`config.mk`:
```
export PLATFORM = sky130hd
export DESIGN_NAME = bpa_ctrl
export DESIGN_NICKNAME = d
export VERILOG_FILES = /design/src/hw/rtl/bpa_pkg.sv /design/src/hw/rtl/bpa_ctrl.sv
export SDC_FILE = /design/constraint.sdc
export NUM_CORES = 1
export LEC_CHECK = 0
export BUFFER_PORTS_ARGS = -buffer_cell sky130_fd_sc_hd__buf_2
export CORE_ASPECT_RATIO = 1.4
export CORE_UTILIZATION = 35
export DETAILED_ROUTE_END_ITERATION = 10
export GPL_TIMING_DRIVEN = 0
export PLACE_DENSITY = 0.64
export SYNTH_ARGS = -nofsm -noshare
export SYNTH_HDL_FRONTEND = slang
export SYNTH_SLANG_ARGS = --single-unit
```
`constraint.sdc`:
```
create_clock -name clk_i -period 3 [get_ports clk_i]
set_clock_uncertainty 0.05 [all_clocks]
set_input_delay 0.75 -clock clk_i [delete_from_list [all_inputs] [get_ports clk_i]]
set_output_delay 0.75 -clock clk_i [all_outputs]
set_load 0.02 [all_outputs]
```
`src/hw/rtl/bpa_pkg.sv`:
```
// Shared types, widths and codes for the buddy page allocator.
// No dependencies; imported by every RTL module of the block.
package bpa_pkg;

  localparam int TopOrder = 10;
  localparam int MaxPages = 1 << TopOrder;
  localparam int CapW     = TopOrder + 1;
  localparam int IdxW     = TopOrder + 1;
  localparam int OrdW     = 4;
  localparam int OffW     = TopOrder;
  localparam int CntW     = 11;

  localparam logic [1:0] ActAlloc   = 2'd0;
  localparam logic [1:0] ActFree    = 2'd1;
  localparam logic [1:0] ActRebuild = 2'd2;

  typedef enum logic [1:0] {
    ST_OK,
    ST_NOSPACE,
    ST_BADSIZE,
    ST_BADOFF
  } status_e;

  typedef enum logic [2:0] {
    RD_ROOT,
    RD_LEFT,
    RD_RIGHT,
    RD_CUR,
    RD_PAR,
    RD_SIB,
    RD_PSIB
  } rd_e;

  typedef struct packed {
    logic    latch;
    logic    rb_init;
    logic    rb_step;
    logic    rd_en;
    rd_e     rd_sel;
    logic    cap_l;
    logic    descend;
    logic    claim;
    logic    climb;
    logic    up_wr;
    logic    set_st;
    status_e st;
    logic    out_load;
  } cmd_t;

  typedef struct packed {
    logic [1:0] act;
    logic       size_bad;
    logic       off_bad;
    logic       no_space;
    logic       at_level;
    logic       hit;
    logic       is_root;
    logic       near_root;
    logic       misalign;
    logic       rb_last;
    logic       out_free;
  } sts_t;

endpackage

```
`src/hw/rtl/bpa_ctrl.sv`:
```
// Sequencer of the buddy page allocator: rebuild sweep, descent, climb, ascent.
// Depends on bpa_pkg; drives bpa_dpath through cmd_t and reads sts_t.
module bpa_ctrl (
  input  logic          clk_i,
  input  logic          rst_ni,
  input  logic          in_valid_i,
  output logic          in_ready_o,
  input  bpa_pkg::sts_t sts_i,
  output bpa_pkg::cmd_t cmd_o
);
  import bpa_pkg::*;

  typedef enum logic [3:0] {
    S_BOOT, S_CLR, S_IDLE, S_CHK, S_AROOT, S_ARL, S_ARR, S_ANXT,
    S_CLAIM, S_UP, S_FCHK, S_DONE
  } state_e;

  state_e state_q, state_d;
  logic   rb_req_q, rb_req_d;

  assign in_ready_o = (state_q == S_IDLE);

  always_comb begin
    state_d  = state_q;
    rb_req_d = rb_req_q;
    cmd_o    = '0;
    cmd_o.st = ST_OK;
    cmd_o.rd_sel = RD_ROOT;
    case (state_q)
      S_BOOT: begin
        cmd_o.rb_init = 1'b1;
        rb_req_d = 1'b0;
        state_d = S_CLR;
      end
      S_CLR: begin
        cmd_o.rb_step = 1'b1;
        if (sts_i.rb_last) state_d = rb_req_q ? S_DONE : S_IDLE;
      end
      S_IDLE: begin
        if (in_valid_i) begin
          cmd_o.latch = 1'b1;
          state_d = S_CHK;
        end
      end
      S_CHK: begin
        case (sts_i.act)
          ActAlloc: begin
            if (sts_i.size_bad) begin
              cmd_o.set_st = 1'b1;
              cmd_o.st = ST_BADSIZE;
              state_d = S_DONE;
            end else begin
              cmd_o.rd_en = 1'b1;
              cmd_o.rd_sel = RD_ROOT;
              state_d = S_AROOT;
            end
          end
          ActFree: begin
            if (sts_i.off_bad) begin
              cmd_o.set_st = 1'b1;
              cmd_o.st = ST_BADOFF;
              state_d = S_DONE;
            end else begin
              cmd_o.rd_en = 1'b1;
              cmd_o.rd_sel = RD_CUR;
              state_d = S_FCHK;
            end
          end
          ActRebuild: begin
            cmd_o.rb_init = 1'b1;
            rb_req_d = 1'b1;
            state_d = S_CLR;
          end
          default: state_d = S_DONE;
        endcase
      end
      S_AROOT: begin
        if (sts_i.no_space) begin
          cmd_o.set_st = 1'b1;
          cmd_o.st = ST_NOSPACE;
          state_d = S_DONE;
        end else if (sts_i.at_level) begin
          state_d = S_CLAIM;
        end else begin
          cmd_o.rd_en = 1'b1;
          cmd_o.rd_sel = RD_LEFT;
          state_d = S_ARL;
        end
      end
      S_ARL: begin
        cmd_o.rd_en = 1'b1;
        cmd_o.rd_sel = RD_RIGHT;
        cmd_o.cap_l = 1'b1;
        state_d = S_ARR;
      end
      S_ARR: begin
        cmd_o.descend = 1'b1;
        state_d = S_ANXT;
      end
      S_ANXT: begin
        if (sts_i.at_level) begin
          state_d = S_CLAIM;
        end else begin
          cmd_o.rd_en = 1'b1;
          cmd_o.rd_sel = RD_LEFT;
          state_d = S_ARL;
        end
      end
      S_CLAIM: begin
        cmd_o.claim = 1'b1;
        if (sts_i.is_root) begin
          state_d = S_DONE;
        end else begin
          cmd_o.rd_en = 1'b1;
          cmd_o.rd_sel = RD_SIB;
          state_d = S_UP;
        end
      end
      S_UP: begin
        cmd_o.up_wr = 1'b1;
        if (sts_i.near_root) begin
          state_d = S_DONE;
        end else begin
          cmd_o.rd_en = 1'b1;
          cmd_o.rd_sel = RD_PSIB;
        end
      end
      S_FCHK: begin
        if (sts_i.hit) begin
          if (sts_i.misalign) begin
            cmd_o.set_st = 1'b1;
            cmd_o.st = ST_BADOFF;
            state_d = S_DONE;
          end else begin
            state_d = S_CLAIM;
          end
        end else if (sts_i.is_root) begin
          cmd_o.set_st = 1'b1;
          cmd_o.st = ST_BADOFF;
          state_d = S_DONE;
        end else begin
          cmd_o.climb = 1'b1;
          cmd_o.rd_en = 1'b1;
          cmd_o.rd_sel = RD_PAR;
        end
      end
      S_DONE: begin
        if (sts_i.out_free) begin
          cmd_o.out_load = 1'b1;
          state_d = S_IDLE;
        end
      end
      default: state_d = S_IDLE;
    endcase
  end

  always_ff @(posedge clk_i or negedge rst_ni) begin
    if (!rst_ni) begin
      state_q  <= S_BOOT;
      rb_req_q <= 1'b0;
    end else begin
      state_q  <= state_d;
      rb_req_q <= rb_req_d;
    end
  end

endmodule

```
==> Word-level counts from Yosys, hierarchy flattened <==
Index checks and enable logic that the tools add are counted.
{ "classes": {"muxes": 49, "reduce_logical": 5, "n_eq_ne": 19} }
{ "ops": {"columns": ["operator", "n"], "rows": [
  ["4-bit 2-to-1 mux", 18],
  ["4-bit one-hot mux with 12 select lines", 1],
  ["4-bit one-hot mux with 7 select lines", 1],
  ["3-bit 2-to-1 mux", 6],
  ["4-bit by 3-bit == test with 1-bit output (second input constant)", 4],
  ["4-bit == test (second input constant)", 4],
  ["1-bit 2-to-1 mux", 15],
  ["4-bit one-hot mux with 3 select lines", 1],
  ["3-bit one-hot mux with 3 select lines", 1],
  ["4-bit by 2-bit == test with 1-bit output (second input constant)", 2],
  ["2-bit != test (second input constant)", 4],
  ["4-bit one-hot mux with 2 select lines", 1],
  ["3-bit one-hot mux with 2 select lines", 1],
  ["5-bit AND reduction", 1],
  ["4-bit by 1-bit == test with 1-bit output (second input constant)", 1],
  ["4-bit zero test", 1],
  ["2-bit 2-to-1 mux", 2],
  ["1-bit one-hot mux with 2 select lines", 2],
  ["3-bit != test (second input constant)", 1],
  ["2-bit by 1-bit == test with 1-bit output (second input constant)", 1],
  ["2-bit == test (second input constant)", 1],
  ["2-bit zero test", 1],
  ["2-bit by 1-bit != test with 1-bit output (second input constant)", 1],
  ["2-bit AND reduction", 1],
  ["2-bit nonzero test", 1]
]} }
{ "word_totals": {"elab_cells": 75, "register_bits": 5} }

==> Depth between registers and ports, before layout <==
Gate-level depths: netlist of the first run.
{ "logic_depth": {"depth_word": 3, "ltp_mapped": 6, "ltp_nobuf": 4} }

==> Least setup slack after synthesis of the first run <==
Ideal clock, no wire load.
{ "synth_timing": {"path_kind": "flip-flop to output port", "startpoint": "register state_q[2]", "endpoint": "output port cmd_o[10] in the netlist's numbering", "path_stages_with_launch": 7, "path_slack_ns": 0.445, "path_buffers": 2, "arrival_time_ns": 1.755, "cell_sequence": "dfrtp_1 > buf_6 > or2_1 > buf_6 > or3_1 > or3_4 > o21ai_0"} }
{ "synth_rtl": {"columns": ["element", "line_no", "text"], "rows": [
  ["start, declared", "bpa_ctrl.sv:18", "state_e state_q, state_d;"],
  ["start signal, assigned", "bpa_ctrl.sv:162", "state_q <= state_d;"],
  ["end, declared", "bpa_ctrl.sv:9", "output bpa_pkg::cmd_t cmd_o"]
]} }

==> out/results.txt, run 1 <==
Worst-skew pair later-pin latency: 0.24 ns
Clk slew on worst S/H paths: 0.04 ns
Max_cap viols: 0
Initial antenna violation count: 0
Slack of the critical path: 0.07470 ns
Total GRT Usage: 0.2057
Reg power frac: 0.139
Post-synth EDFFs: 0
HPWL Detailed: 1860 um
Vias in the first global route: 922
Pwr dens: 981.9 mW/mm2
R2R Path Start: state_q[0]
Synthesized Nets: 123
Slew Limit Headroom: 0.4435
Chip Height: 57.71 um
Post-Syn Instances: 108
Synth cell types: 42
Vias per cell: 5.988
CP Launch Type: flop
Overall routed net length: 2405 um
Post-synth ARST share: 1.000
Antenna viol nets, final: 0
CTS Hold Bufs: 0
Die area: 0.002411 mm2
Final min period: 2.925 ns
Share of the yosys chip area belonging to registers: 0.1613
Switching Share: 0.5353
GRT overflow: 0
Reg2Reg Setup Slack: 1.04 ns
Peak supply drop: 0.5829 mV
Nets: 159
Vias: 982
Worst-Margin Slew: 0.8137 ns
Clock Path Buffers: 2
CP Class: flop to output pin
Layout area overhead: 27.42%
ANT cells: 0
Setup TNS: 0 ns
Status: finished, final reports clean
Area post-placement: 957.2 um2
HP Class: input port to async pin
FF-to-FF path depth: 4
DR iter-0 viols: 18
Largest net degree at the start of global routing: 11
Period utilization: 0.9751
F_max: 0.3418 GHz
Final setup vio count: 0
Core Region: 0.002021 mm2
Gpl congestion: 0.8587
RSZ-0062 raised after global routing: no
Cts bufs inserted: 3
CP Capture Type: output pin
Share of cells above drive strength 1: 0.3217
Pre-antenna DRT Iters: 4
Req. time, crit path: 2.20 ns
# IOs: 32
CTS Root Cell: clkbuf_4
Die Span X: 41.79 um
Pint: 0.4510 mW
First-pass GRT wire length: 3953 um
Post-route cell area: 988.4 um2
Max-slew violations: 0
Cell Area, Synth: 775.7 um2
Final total power: 0.9706 mW
Drt wl/cell: 14.66 um
Clk pwr share: 0.081
H-tree lvl count: 1
Worst flop-to-flop path endpoint: state_q[0]
Synthesis-stage register bit count: 5
Row cnt: 19
Initial Utilization: 0.3839
Crit Path Max Fanout: 10
Pre-CTS setup slack: 0.2905 ns
Sw Pwr: 0.5196 mW
Port Buffers: 31
Final hold vios: 0
Mean Syn Cell Area: 7.183 um2
P_leak: 0.4555 nW
Critical Path AT: 2.13 ns
DRC errors left: 0
CTS tree: yes
Sink Count: 5
Combinational Power Share: 0.780
Synth warn: 0
Most used DFF post-synth: dfrtp_1
[synth_stat cells, types with 2 or more instances]
cell,number,area share
a211oi_1,2,0.019
a21oi_1,7,0.045
and2_1,2,0.016
buf_6,3,0.044
clkbuf_1,5,0.024
dfrtp_1,5,0.16
inv_1,4,0.019
mux2_2,4,0.058
nand2_1,6,0.029
nand2b_1,5,0.040
nand3_1,2,0.013
nand3b_1,2,0.019
nor2_1,11,0.053
nor2b_1,5,0.040
nor3_1,3,0.019
nor4_1,2,0.016
o211ai_1,2,0.019
o21a_1,4,0.039
o21ai_0,7,0.045
o21bai_1,2,0.019
or2_2,2,0.016
or3_1,3,0.024
[through the flow]
step,utilization,hold slack [ns],std cells
floorplan,-,0.4044,108
global placement,0.4737,0.4983,160
detailed placement,0.4737,0.5046,160
CTS,0.4867,0.2552,164
global route,0.4892,0.2551,164
finish,0.4892,0.2600,164
[timing repair]
action | 4_1_cts | 5_1_grt
endpoints found under the hold margin | 0 | 0
setup buffers | 0 | 0
endpoints found under the setup margin | 0 | 1
resized for setup | 0 | 1
[cell type report]
class / instances / area [um2]
multi-input combinational: 90 / 583.1
timing repair buffer: 31 / 155.1
buffer: 9 / 57.56
tap: 21 / 26.28
sequential: 5 / 125.1
fill: 223 / 1032
inverter: 4 / 15.01
clock buffer: 4 / 26.28
[per-layer routing]
metal | routed length [um] | global-route usage | vias up
met2 | 1214 | 0.3438 | 37
met1 | 1024 | 0.2635 | 470
met5 | 0 | 0 | -
li1 | - | - | 473
met4 | 28 | 0.05991 | 0
met3 | 136 | 0.04673 | 2
[critical path: stages (launching register included)]
cell and delay, ns:
dfrtp_1 0.36, buf_6 0.13, or2_1 0.23, buf_6 0.14, or3_4 0.37, or3_4 0.35, o311ai_1 0.08, buf_2 0.21
[worst max-delay path by stage]
stage                     cells past startpoint        end  startpoint  slack, ns
after floorplan                               6  cmd_o[10]  state_q[2]       0.45
after global placement                        5   cmd_o[9]   sts_i[11]       0.31
after detailed placement                      5   cmd_o[9]   sts_i[11]       0.29
after CTS                                     7   cmd_o[9]  state_q[2]       0.06
after global routing                          7   cmd_o[9]  state_q[2]      0.005
final                                         7   cmd_o[9]  state_q[2]       0.07
[placed cells by master (no fill, tap or decap), types with 2 or more instances in the layout]
cell,count
o211ai_1,2
dfrtp_1,5
or2_2,2
o21a_1,4
nand3_1,2
or3_1,2
a211oi_1,2
a21oi_1,7
nor2b_1,5
nor4_1,2
nor2_1,11
clkbuf_4,3
buf_2,32
and2_1,2
buf_6,3
nand2_1,6
mux2_2,4
or3_4,2
o21bai_1,2
nand3b_1,2
o21ai_0,7
nand2b_1,5
nor3_1,3
inv_1,4
clkbuf_1,6
[power groups by stage]
stage | clock network [mW] | registers, mW | logic [mW]
after global placement | 0 | 0.133 | 0.742
after global routing | 0.0869 | 0.139 | 0.840
after detailed placement | 0 | 0.135 | 0.750
after floorplan | 0 | 0.124 | 0.559
final | 0.0784 | 0.135 | 0.757
after CTS | 0.0815 | 0.134 | 0.751
[sequential cells by signal, indices dropped and copies added (netlist names)]
| signal | flops |
|---|---|
| state_q | 4 |
| rb_req_q | 1 |
[logic make-up after synthesis]
| group | after synthesis | synth area share |
|---|---|---|
| flip-flops | 5 | 0.1613 |
| AO/OA/AOI/OAI | 37 | 0.3339 |
| multiplexers | 4 | 0.05806 |
| AND/OR/NAND/NOR | 49 | 0.3532 |
| buffers and inverters | 13 | 0.09354 |
Power figures use the tool's default switching activity.
==> run 2, diff against run 1 <==
Settings changed: CTS_CLUSTER_SIZE set to 12.
Clock period 3 ns to 3.19 ns, I/O delays scaled along.
==> out/results.txt, run 2 (same netlist as run 1, synthesis figures left out) <==
Status: finished, final reports clean
Pre-antenna DRT Iters: 4
Core Region: 0.002021 mm2
Cts bufs inserted: 3
Total GRT Usage: 0.2057
First-pass GRT wire length: 3953 um
F_max: 0.3354 GHz
Final min period: 2.982 ns
Most frequent CP cell: buf_6
Vias per cell: 5.957
# IOs: 32
CTS Hold Bufs: 0
Final hold vios: 0
Period utilization: 0.9347
CTS tree: yes
CP Capture Type: output pin
Reg with most FFs: state_q
Initial Utilization: 0.3839
CTS Root Cell: clkbuf_4
CP Launch Type: flop
Slowest stage delay, CP: 0.37 ns
Worst-skew pair later-pin latency: 0.24 ns
Initial antenna violation count: 0
Crit-path cells: buf_6, or2_1, buf_6, or3_1, or3_4, o311ai_1, buf_2
Clock Path Buffers: 2
DR iter-0 viols: 19
Layout area overhead: 26.77%
Clk slew on worst S/H paths: 0.04 ns
Slowest CP cell: or3_1
Antenna viol nets, final: 0
HPWL Detailed: 1860 um
Max reg flops: 4
Nets: 159
Overall routed net length: 2381 um
Row cnt: 19
Critical Path AT: 2.13 ns
Final setup vio count: 0
Chip Height: 57.71 um
Max-slew violations: 0
Share of cells above drive strength 1: 0.3147
Slew Limit Headroom: 0.4400
Post-CTS Setup Bufs: 0
Post-cts gate resize count: 0
P_leak: 0.4538 nW
GRT overflow: 0
H-tree lvl count: 1
Die area: 0.002411 mm2
Max_cap viols: 0
Largest net degree at the start of global routing: 11
CP Class: flop to output pin
Peak supply drop: 0.5465 mV
DRC errors left: 0
Drt wl/cell: 14.52 um
Largest regs: state_q (4), rb_req_q (1)
Pwr dens: 920.6 mW/mm2
Highest-count cells in the layout ignoring fill and taps: buf_2 (32), nor2_1 (11), a21oi_1 (7), o21ai_0 (7)
Crit Path Max Fanout: 10
Vias: 977
Worst-Margin Slew: 0.8189 ns
HP Class: input port to async pin
RSZ-0062 raised after global routing: no
ANT cells: 0
Req. time, crit path: 2.34 ns
Final core occ: 0.4867
Vias in the first global route: 922
Die Span X: 41.79 um
Sink Count: 5
Port Buffers: 31
Most common cell after layout, fill and taps aside: buf_2
Setup TNS: 0 ns
Gpl congestion: 0.8587
-- run 2: changes by cell type in the layout (fill, tap and decap cells not counted) --
cell   before  now
or3_1       2    3
or3_4       2    1
-- run 2: stage by stage --
stage | power, mW | worst slack, ns | area [um2] | hold slack (ns) | instances
after floorplan | 0.6429 | 0.5542 | 775.7 | 0.4519 | 108
after global placement | 0.8233 | 0.4032 | 957.2 | 0.4983 | 160
after detailed placement | 0.8316 | 0.3855 | 957.2 | 0.5046 | 160
after CTS | 0.9085 | 0.2043 | 983.4 | 0.3027 | 164
after global routing | 0.9985 | 0.1319 | 983.4 | 0.3026 | 164
final | 0.9053 | 0.2082 | 983.4 | 0.3075 | 164
-- run 2: final cells by class --
type / instances / area, um2
well taps: 21 / 26.28
multi-input cells: 90 / 578.1
flip-flops and latches: 5 / 125.1
inverters: 4 / 15.01
plain buffers: 9 / 57.56
clock buffers: 4 / 26.28
fillers: 226 / 1037
repair buffers: 31 / 155.1
-- run 2: routing by layer --
metal | vias up | wire length, um | global-route usage
met5 | - | 0 | 0
met4 | 0 | 28 | 0.05991
met3 | 2 | 169 | 0.04673
met2 | 41 | 1197 | 0.3438
met1 | 461 | 985 | 0.2635
li1 | 473 | - | -
-- run 2: critical path: cells and delay by family, from the launching register on --
kind            cells  cell delay [ns]
buf+inv             3             0.48
compound gates      1             0.08
flops               1             0.36
simple gates        3             0.96
-- run 2: worst paths after layout --
kind	start	end	slack, ns	cells past startpoint
setup / recovery	state_q[2]	cmd_o[9]	0.21	7
hold / removal	rst_ni	state_q[0]	0.31	1
setup reg to reg	state_q[0]	state_q[0]	1.24	4
hold reg to reg	rb_req_q	rb_req_q	0.52	2
max in group asynchronous	rst_ni	state_q[3]	2.66	1
min in group clk_i	rb_req_q	rb_req_q	0.52	2
-- run 2: where the power goes --
| part | switching (mW) | internal (mW) | total (mW) |
|---|---|---|---|
| logic | 0.424 | 0.281 | 0.705 |
| clock network | 0.0264 | 0.0473 | 0.0737 |
| registers | 0.0329 | 0.0937 | 0.127 |
| total | 0.484 | 0.422 | 0.905 |
==> run 3, diff against run 2 <==
Settings changed: CORE_ASPECT_RATIO 1.4 to unset, CORE_UTILIZATION 35 to 47, PLACE_DENSITY 0.64 to unset, PLACE_DENSITY_LB_ADDON set to 0.2.
==> out/results.txt, run 3 (same netlist as run 1, synthesis figures left out) <==
HP Class: input port to async pin
Antenna viol nets, final: 0
HPWL Detailed: 1714 um
Crit path buffers/inverters: 3
Initial Utilization: 0.5090
Status: finished, final reports clean
Post-CTS Setup Bufs: 0
GRT overflow: 0
Filler Cell Count: 140
ANT cells: 0
Pre-CTS setup slack: 0.3891 ns
Clock Path Buffers: 2
Worst hold slack: 0.2915 ns
P_leak: 0.4538 nW
Die area: 0.001817 mm2
Vias per cell: 6.164
Critical Path AT: 2.12 ns
CP Launch Type: flop
Pwr dens: 933.3 mW/mm2
Chip Height: 42.63 um
Nets: 159
CP Class: flop to output pin
Max-slew violations: 0
CTS Hold Bufs: 0
Post-cts gate resize count: 0
Crit-path cells: buf_6, or2_1, buf_6, or3_1, or3_4, o311ai_1, buf_2
CP Capture Type: output pin
Die Span X: 42.63 um
Most frequent CP cell: buf_6
Slew Limit Headroom: 0.4693
Req. time, crit path: 2.34 ns
CTS Root Cell: clkbuf_4
H-tree lvl count: 1
CP delay by family, top: simple AND/OR/NAND/NOR gates
Post-route cell area: 977.2 um2
Largest net degree at the start of global routing: 11
DR iter-0 viols: 56
CTS tree: yes
Share of cells above drive strength 1: 0.3147
Max_cap viols: 0
Sink Count: 5
Cts bufs inserted: 3
F_max: 0.3368 GHz
Pre-antenna DRT Iters: 5
Slowest stage delay, CP: 0.36 ns
Layout area overhead: 25.97%
# IOs: 32
Core Region: 0.001524 mm2
Period utilization: 0.9306
Drt wl/cell: 14.39 um
First-pass GRT wire length: 3781 um
Clk slew on worst S/H paths: 0.05 ns
RSZ-0062 raised after global routing: no
Vias in the first global route: 847
Most common cell after layout, fill and taps aside: buf_2
Slowest CP cell: dfrtp_1
Max reg flops: 4
Critical path origin: state_q[2]
FF+latch area: 125.1 um2
Area of the multi-input gates: 578.1 um2
Vias: 980
Port Buffers: 31
Slack of the critical path: 0.2212 ns
Peak supply drop: 0.4320 mV
Largest regs: state_q (4), rb_req_q (1)
Gpl congestion: 0.9043
Final hold vios: 0
Overall routed net length: 2288 um
R2R Path Start: state_q[0]
Worst-Margin Slew: 0.7759 ns
Final min period: 2.969 ns
DRC errors left: 0
Setup TNS: 0 ns
Row cnt: 14
Total GRT Usage: 0.2831
Reg with most FFs: state_q
Crit Path Max Fanout: 10
Initial antenna violation count: 0
Worst-skew pair later-pin latency: 0.26 ns
Highest-count cells in the layout ignoring fill and taps: buf_2 (32), nor2_1 (11), a21oi_1 (7), o21ai_0 (7)
Final setup vio count: 0
Area post-placement: 950.9 um2
-- run 3: layer usage --
layer,vias to the layer above,share of wire,GRT usage
met5,-,0,0
met4,0,0.035,0.1875
met3,10,0.096,0.06466
met2,68,0.44,0.4091
met1,431,0.43,0.3691
li1,471,-,-
-- run 3: power by group --
part	internal (mW)	total [mW]	switching (mW)	leakage, nW
clock	0.0476	0.0781	0.0305	0.0150
combinational	0.281	0.706	0.425	0.380
sequential	0.0936	0.128	0.0348	0.0590
total	0.422	0.912	0.490	0.454
-- run 3: path summary, 6_finish.rpt --
| kind | end | slack (ns) | depth (start not counted) |
|---|---|---|---|
| worst max-delay path | cmd_o[9] | 0.22 | 7 |
| min in group clk_i | rb_req_q | 0.51 | 2 |
| worst max register to register | state_q[0] | 1.23 | 4 |
| worst min register to register | rb_req_q | 0.51 | 2 |
| max in group asynchronous | state_q[2] | 2.66 | 1 |
| worst min-delay path | state_q[0] | 0.29 | 1 |
-- run 3: area by class of cell --
type                            instances  share of cell area
Clock buffer                            4             0.02689
Buffer                                  9             0.05890
Multi-Input combinational cell         90              0.5915
Sequential cell                         5              0.1280
Inverter                                4             0.01536
Timing Repair Buffer                   31              0.1588
Tap cell                               16             0.02049
-- run 3: through the flow --
step	utilization	cells	total power, mW
floorplan	-	108	0.6429
global placement	0.6240	155	0.8114
detailed placement	0.6240	155	0.8222
CTS	0.6412	159	0.9035
global route	0.6412	159	0.9921
finish	0.6412	159	0.9120
